**config.mk**
```make
export PLATFORM = sky130hd
export DESIGN_NAME = utf8_stream_validator_core
export DESIGN_NICKNAME = d
export VERILOG_FILES = /design/src/hw/rtl/utf8v_pkg.sv /design/src/hw/rtl/utf8v_step.sv /design/src/hw/rtl/utf8_stream_validator_core.sv
export VERILOG_INCLUDE_DIRS = /design/src /design/src/hw/rtl
export SDC_FILE = /design/constraint.sdc
export NUM_CORES = 1
export LEC_CHECK = 0
export BUFFER_PORTS_ARGS = -buffer_cell sky130_fd_sc_hd__buf_2
export CAP_MARGIN = 20
export CORE_ASPECT_RATIO = 0.7
export CORE_MARGIN = 2
export CORE_UTILIZATION = 40
export DETAILED_ROUTE_END_ITERATION = 8
export GPL_TIMING_DRIVEN = 1
export MAX_ROUTING_LAYER = met4
export SLEW_MARGIN = 25
export SYNTH_ARGS = -nofsm -noshare
export SYNTH_HDL_FRONTEND = slang
export SYNTH_SLANG_ARGS = --single-unit
```
**constraint.sdc**
```tcl
create_clock -name clk -period 2.1 [get_ports clk]
set_clock_uncertainty 0.2 [all_clocks]
set_input_delay 0.21 -clock clk [delete_from_list [all_inputs] [get_ports clk]]
set_output_delay 0.21 -clock clk [all_outputs]
set_load 0.02 [all_outputs]
```
**src/hw/rtl/utf8_stream_validator_core_assert.svh**
```systemverilog
// Assertion macros for the UTF-8 stream validator.
`ifndef UTF8_STREAM_VALIDATOR_CORE_ASSERT_SVH
`define UTF8_STREAM_VALIDATOR_CORE_ASSERT_SVH
`ifndef SYNTHESIS
// Check a property on every clock edge outside reset.
`define UTF8V_ASSERT(label, prop) \
	label: assert property (@(posedge clk) disable iff (!arst_n) (prop)) \
		else $error("utf8 validator: assertion failed");
// Check that a condition holds in the cycle after a trigger.
`define UTF8V_ASSERT_NEXT(label, trig, cons) \
	label: assert property (@(posedge clk) disable iff (!arst_n) (trig) |=> (cons)) \
		else $error("utf8 validator: assertion failed");
`else
`define UTF8V_ASSERT(label, prop)
`define UTF8V_ASSERT_NEXT(label, trig, cons)
`endif
`endif

```
**src/hw/rtl/utf8v_pkg.sv**
```systemverilog
// Types and byte-class constants shared by the UTF-8 validator modules.
`default_nettype none
package utf8v_pkg;

	localparam logic [7:0] ASCII_MAX      = 8'h7F;
	localparam logic [2:0] LEAD2_TAG      = 3'h6;
	localparam logic [7:0] LEAD2_MIN      = 8'hC2;
	localparam logic [3:0] LEAD3_TAG      = 4'hE;
	localparam logic [4:0] LEAD4_TAG      = 5'h1E;
	localparam logic [7:0] LEAD4_MAX      = 8'hF4;
	localparam logic [1:0] CONT_TAG       = 2'h2;
	localparam logic [7:0] SURR_LEAD      = 8'hED;
	localparam logic [7:0] SURR_MASK      = 8'hE0;
	localparam logic [7:0] SURR_CONT      = 8'hA0;
	localparam logic [7:0] NUL_BYTE       = 8'h00;

	localparam logic [1:0] PEND_NONE      = 2'd0;
	localparam logic [1:0] PEND_ONE       = 2'd1;
	localparam logic [1:0] PEND_TWO       = 2'd2;
	localparam logic [1:0] PEND_THREE     = 2'd3;

	// Scan state carried from word to word.
	typedef struct packed {
		logic [1:0] pending;
		logic       surr_pending;
		logic       error_seen;
		logic       nul_stop;
	} scan_state_t;

	typedef struct packed {
		logic verdict_final;
		logic is_valid;
	} verdict_t;

	localparam scan_state_t SCAN_IDLE = '{pending: PEND_NONE, surr_pending: 1'b0,
		error_seen: 1'b0, nul_stop: 1'b0};

endpackage
`default_nettype wire

```
**src/hw/rtl/utf8v_step.sv**
```systemverilog
// Per-word UTF-8 decode step: next scan state and the verdict for one word.
`default_nettype none
module utf8v_step (
	input  wire logic [7:0]          text_byte,
	input  wire logic                end_of_string,
	input  wire utf8v_pkg::scan_state_t cur,
	output utf8v_pkg::scan_state_t   nxt,
	output utf8v_pkg::verdict_t      verdict
);

	utf8v_pkg::scan_state_t upd;

	always_comb begin
		upd = cur;
		priority if (cur.error_seen || cur.nul_stop) begin
			// hold: checking is over until the end of the string
			upd = cur;
		end else if (cur.pending != utf8v_pkg::PEND_NONE) begin
			priority if (text_byte[7:6] != utf8v_pkg::CONT_TAG) begin
				upd.error_seen = 1'b1;
			end else if (cur.surr_pending &&
					((text_byte & utf8v_pkg::SURR_MASK) == utf8v_pkg::SURR_CONT)) begin
				upd.error_seen = 1'b1;
			end else begin
				upd.surr_pending = 1'b0;
				upd.pending      = cur.pending - 2'd1;
			end
		end else if (text_byte == utf8v_pkg::NUL_BYTE) begin
			upd.nul_stop = 1'b1;
		end else if (text_byte <= utf8v_pkg::ASCII_MAX) begin
			upd = cur;
		end else if (text_byte[7:5] == utf8v_pkg::LEAD2_TAG) begin
			if (text_byte < utf8v_pkg::LEAD2_MIN) begin
				upd.error_seen = 1'b1;
			end else begin
				upd.pending = utf8v_pkg::PEND_ONE;
			end
		end else if (text_byte[7:4] == utf8v_pkg::LEAD3_TAG) begin
			upd.pending      = utf8v_pkg::PEND_TWO;
			upd.surr_pending = (text_byte == utf8v_pkg::SURR_LEAD);
		end else if (text_byte[7:3] == utf8v_pkg::LEAD4_TAG) begin
			if (text_byte > utf8v_pkg::LEAD4_MAX) begin
				upd.error_seen = 1'b1;
			end else begin
				upd.pending = utf8v_pkg::PEND_THREE;
			end
		end else begin
			// stray continuation or F8..FF
			upd.error_seen = 1'b1;
		end
	end

	always_comb begin
		if (end_of_string) begin
			verdict.verdict_final = 1'b1;
			verdict.is_valid      = !upd.error_seen &&
				(upd.nul_stop || (upd.pending == utf8v_pkg::PEND_NONE));
			// restart for the next string
			nxt                   = utf8v_pkg::SCAN_IDLE;
		end else begin
			verdict.verdict_final = 1'b0;
			verdict.is_valid      = !upd.error_seen;
			nxt                   = upd;
		end
	end

endmodule
`default_nettype wire

```
**src/hw/rtl/utf8_stream_validator_core.sv**
```systemverilog
// Top level of the UTF-8 stream validator: input register, scan state, result register.
//
//  channel | direction | handshake                  | payload
//  --------+-----------+----------------------------+----------------------------------
//  byte    | in        | byte_valid / byte_stall    | text_byte[7:0], end_of_string
//  result  | out       | result_valid / result_stall| verdict_final, is_valid
//
// One word per clock unless the result stalls; the result register holds each verdict.
// The decode step between the input register and the result register sets the clock.
// arst_n clears both valid flags and the scan state; the next word opens a new string.
// A stalled result keeps the input register full, and byte_stall then rises.
// Each string ends on the word marked end_of_string, which carries the final verdict.
`default_nettype none
`include "utf8_stream_validator_core_assert.svh"
module utf8_stream_validator_core (
	input  wire logic       clk,
	input  wire logic       arst_n,
	input  wire logic       byte_valid,
	output logic            byte_stall,
	input  wire logic [7:0] text_byte,
	input  wire logic       end_of_string,
	output logic            result_valid,
	input  wire logic       result_stall,
	output logic            verdict_final,
	output logic            is_valid
);

	logic                   valid_s1;
	logic [7:0]             byte_s1;
	logic                   last_s1;
	utf8v_pkg::scan_state_t state_q;
	utf8v_pkg::scan_state_t state_nxt;
	utf8v_pkg::verdict_t    verdict_nxt;
	utf8v_pkg::verdict_t    verdict_s2;
	logic                   valid_s2;
	logic                   advance;
	logic                   take_in;

	// advance the input stage when the result register is free or being drained
	assign advance    = valid_s1 && (!valid_s2 || !result_stall);
	assign byte_stall = valid_s1 && !advance;
	assign take_in    = byte_valid && !byte_stall;

	always_ff @(posedge clk or negedge arst_n) begin
		if (!arst_n) begin
			valid_s1 <= 1'b0;
		end else begin
			valid_s1 <= take_in || (valid_s1 && !advance);
		end
	end

	always_ff @(posedge clk) begin
		if (take_in) begin
			byte_s1 <= text_byte;
			last_s1 <= end_of_string;
		end
	end

	utf8v_step u_step (
		.text_byte     (byte_s1),
		.end_of_string (last_s1),
		.cur           (state_q),
		.nxt           (state_nxt),
		.verdict       (verdict_nxt)
	);

	always_ff @(posedge clk or negedge arst_n) begin
		if (!arst_n) begin
			state_q  <= utf8v_pkg::SCAN_IDLE;
			valid_s2 <= 1'b0;
		end else begin
			if (advance) begin
				state_q <= state_nxt;
			end
			if (advance) begin
				valid_s2 <= 1'b1;
			end else if (!result_stall) begin
				valid_s2 <= 1'b0;
			end
		end
	end

	always_ff @(posedge clk) begin
		if (advance) begin
			verdict_s2 <= verdict_nxt;
		end
	end

	assign result_valid  = valid_s2;
	assign verdict_final = verdict_s2.verdict_final;
	assign is_valid      = verdict_s2.is_valid;

	`UTF8V_ASSERT_NEXT(a_restart_after_final, advance && last_s1,
		state_q == utf8v_pkg::SCAN_IDLE)
	`UTF8V_ASSERT_NEXT(a_error_latched, state_q.error_seen && !(advance && last_s1),
		state_q.error_seen)
	`UTF8V_ASSERT(a_no_error_and_nul, !(state_q.error_seen && state_q.nul_stop))
	`UTF8V_ASSERT(a_stall_only_when_full, byte_stall |-> (valid_s1 && valid_s2))
	`UTF8V_ASSERT_NEXT(a_error_reports_invalid, advance && state_nxt.error_seen,
		result_valid && !is_valid)

endmodule
`default_nettype wire

```
==> out/qor.yml <==
synth-seq-area-share_pct: 52.7
cp-start-kind: "flop"
post_drt_wl_per_cell_um: 14.1
numPortBuffers: 16
grt-ovfl-total: 0
clkSlewWorstSetupHoldPaths_ns: 0.11
setup_viol: 1
drv_slew: 0
grtUsageTotal_pct: 19.7
antenna_found_initial: 0
ys_warn_count: 0
synth-main-ff-cell: "edfxtp_1"
cap_violations: 0
cp_max_fo: 2
ctsLongestPathBuffers: 2
firstDrtPassIters: 4
critPathLaunch: "state_q[3]"
area_growth_pct: 51.2
final_common_cell: "buf_4"
rows: 14
drtIter0Drc: 44
worstPathRequired_ns: 2.13
htree_levels: 1
grt_max_degree: 11
fin_nets: 158
synth_edf_count: 11
drc: 0
ys_async_sr_fraction_pct: 38.9
core_area_um2: 2210
critPathMaxStageDelay_ns: 0.54
worstMarginPinSlew_ns: 0.392
synth.distinct_cells: 41
antenna_left: 0
gp_congestion: 0.863
crit_cells: 7
end_kind: "flop"
mostFrequentLayoutCells: "buf_4 (20), buf_2 (16), dlygate4sd3_1 (12), edfxtp_1 (11), nand2_1 (8)"
grt_pass1_vias: 833
maxSlewHeadroom_pct: 73.9
fin_crit_ns: 2.23
drive_above_1_share_pct: 39.2
ir_worst_vdd_mv: 0.475
place_hpwl_um: 1700
crit_family: "simple AND/OR/NAND/NOR gates"
place_area_um2: 1210
clock-sinks: 18
fmax_ghz: 0.449
die_h_um: 45.0
syn_avg_cell_area_um2: 10.4
min_period_over_period_pct: 106
final_util_pct: 65.6
crit_buf_inv: 1
vias: 932
syn_inst: 92
violations: "setup timing"
die_area_um2: 2810
timing_worst_setup_path_type: "flop to flop"
cp.arrival_ns: 2.26
ys_ff_latch: 18
r2r_slack_ns: -0.13
grt_pass1_wl_um: 4040
worstRegToRegCells: 7
wl_um: 2460
crit_end: "state_q[2]"
powerDensity_nw_per_um2: 1010
hold_violations: 0
power.leakage_nw: 0.624
num_antenna_cells: 0
hold_path.class: "primary input to asynchronous set/reset pin"
rsz0062_at_grt: "yes"
regArea_um2: 505
fin_area_um2: 1450
worst_slack_ns: -0.129
syn_area_um2: 958
cts_tree: "built"
cts_made_buffers: 3
multi_input_area_um2: 500
rr_endpoint: "state_q[2]"
start_util_pct: 43.4
ios: 17
die_w_um: 62.5
reg2reg_from: "state_q[3]"
fillers: 207
cp_cell_sequence: "inv_2, ha_4, or3b_4, or4b_4, nor4_4, o21bai_1, a21oi_1"
status: "finished with violations"
vias_per_cell: 5.33
cts-root-buf: "clkbuf_4"
crit_slowest_cell: "or4b_4"
clock_latency_ns: 0.29
synthesis.nets: 106
## worst min-delay path by stage
stage                               to  cells after the start  slack [ns]
after floorplan           result_valid                      0       -0.29
after global placement        valid_s1                      1       -0.15
after detailed placement  result_valid                      1       -0.15
after CTS                 result_valid                      2        0.05
after global routing        state_q[4]                      2        0.08
final                     result_valid                      2        0.08
## final cells by class
class	count	area share [%]
multi-input combinational	66	34.5
sequential	18	34.9
clock inverter	1	0.259
tap	32	2.76
inverter	7	1.81
timing repair buffer	48	24.2
clock buffer	3	1.55
## synth_stat cells (2+ instances only)
master    instances  area (um^2)
o21ai_0           6         30.0
o21ai_1           2         10.0
nor2_1            5         18.8
nor3_1            4         20.0
inv_1             7         26.3
edfxtp_1         11          330
nand2_1           8         30.0
nand3_1           2         10.0
or4_1             2         15.0
a21oi_1           5         25.0
dfrtp_1           7          175
nand4_1           2         12.5
nand2b_1          3         18.8
## what timing repair did
item	4_1_cts	5_1_grt
pin swaps	2	4
gates resized for setup	6	8
endpoints found under the setup margin	3	4
gates cloned	0	0
buffers inserted	1	1
hold buffers	12	0
endpoints found under the hold margin	18	0
## registers in the layout, indices dropped and copies added, names as in the netlist
register,cells
byte_s1,8
state_q,5
is_valid,1
last_s1,1
result_valid,1
valid_s1,1
verdict_final,1
## cells by family (layout without fill, tap and decap cells)
logic type / count (synthesis) / count (layout) / synth area share, %
and+or+nand+nor: 39 / 39 / 24.0
buffers and inverters: 8 / 59 / 3.92
DFF: 18 / 18 / 52.7
AOI/OAI and AO/OA: 26 / 26 / 18.0
adders and majority gates: 1 / 1 / 1.31
## report_power, final
group	internal [mW]	switching, mW	leakage (nW)
sequential	0.434	0.0298	0.195
combinational	0.446	0.383	0.414
clock	0.0691	0.103	0.0154
## through the flow
stage	power (mW)	setup slack (ns)	TNS [ns]	hold WS, ns	cells
2_1_floorplan	0.822	-0.0863	-0.0863	-0.286	92
3_3_place_gp	1.10	-0.0829	-0.186	-0.146	157
3_5_place_dp	1.12	-0.132	-0.347	-0.147	157
4_1_cts	1.37	-0.0943	-0.109	0.0530	174
5_1_grt	1.56	-0.207	-0.363	0.0820	175
6_report	1.46	-0.129	-0.129	0.0764	175
## metal layers
layer / up-vias / global-route usage (%) / part of all wire, %
li1: 453 / - / -
met1: 438 / 26.5 / 45
met2: 39 / 30.5 / 47
met3: 2 / 4.49 / 7.3
met4: 0 / 5.33 / 0.57
met5: - / - / 0
Note: power is estimated with default switching activity, not from simulation.
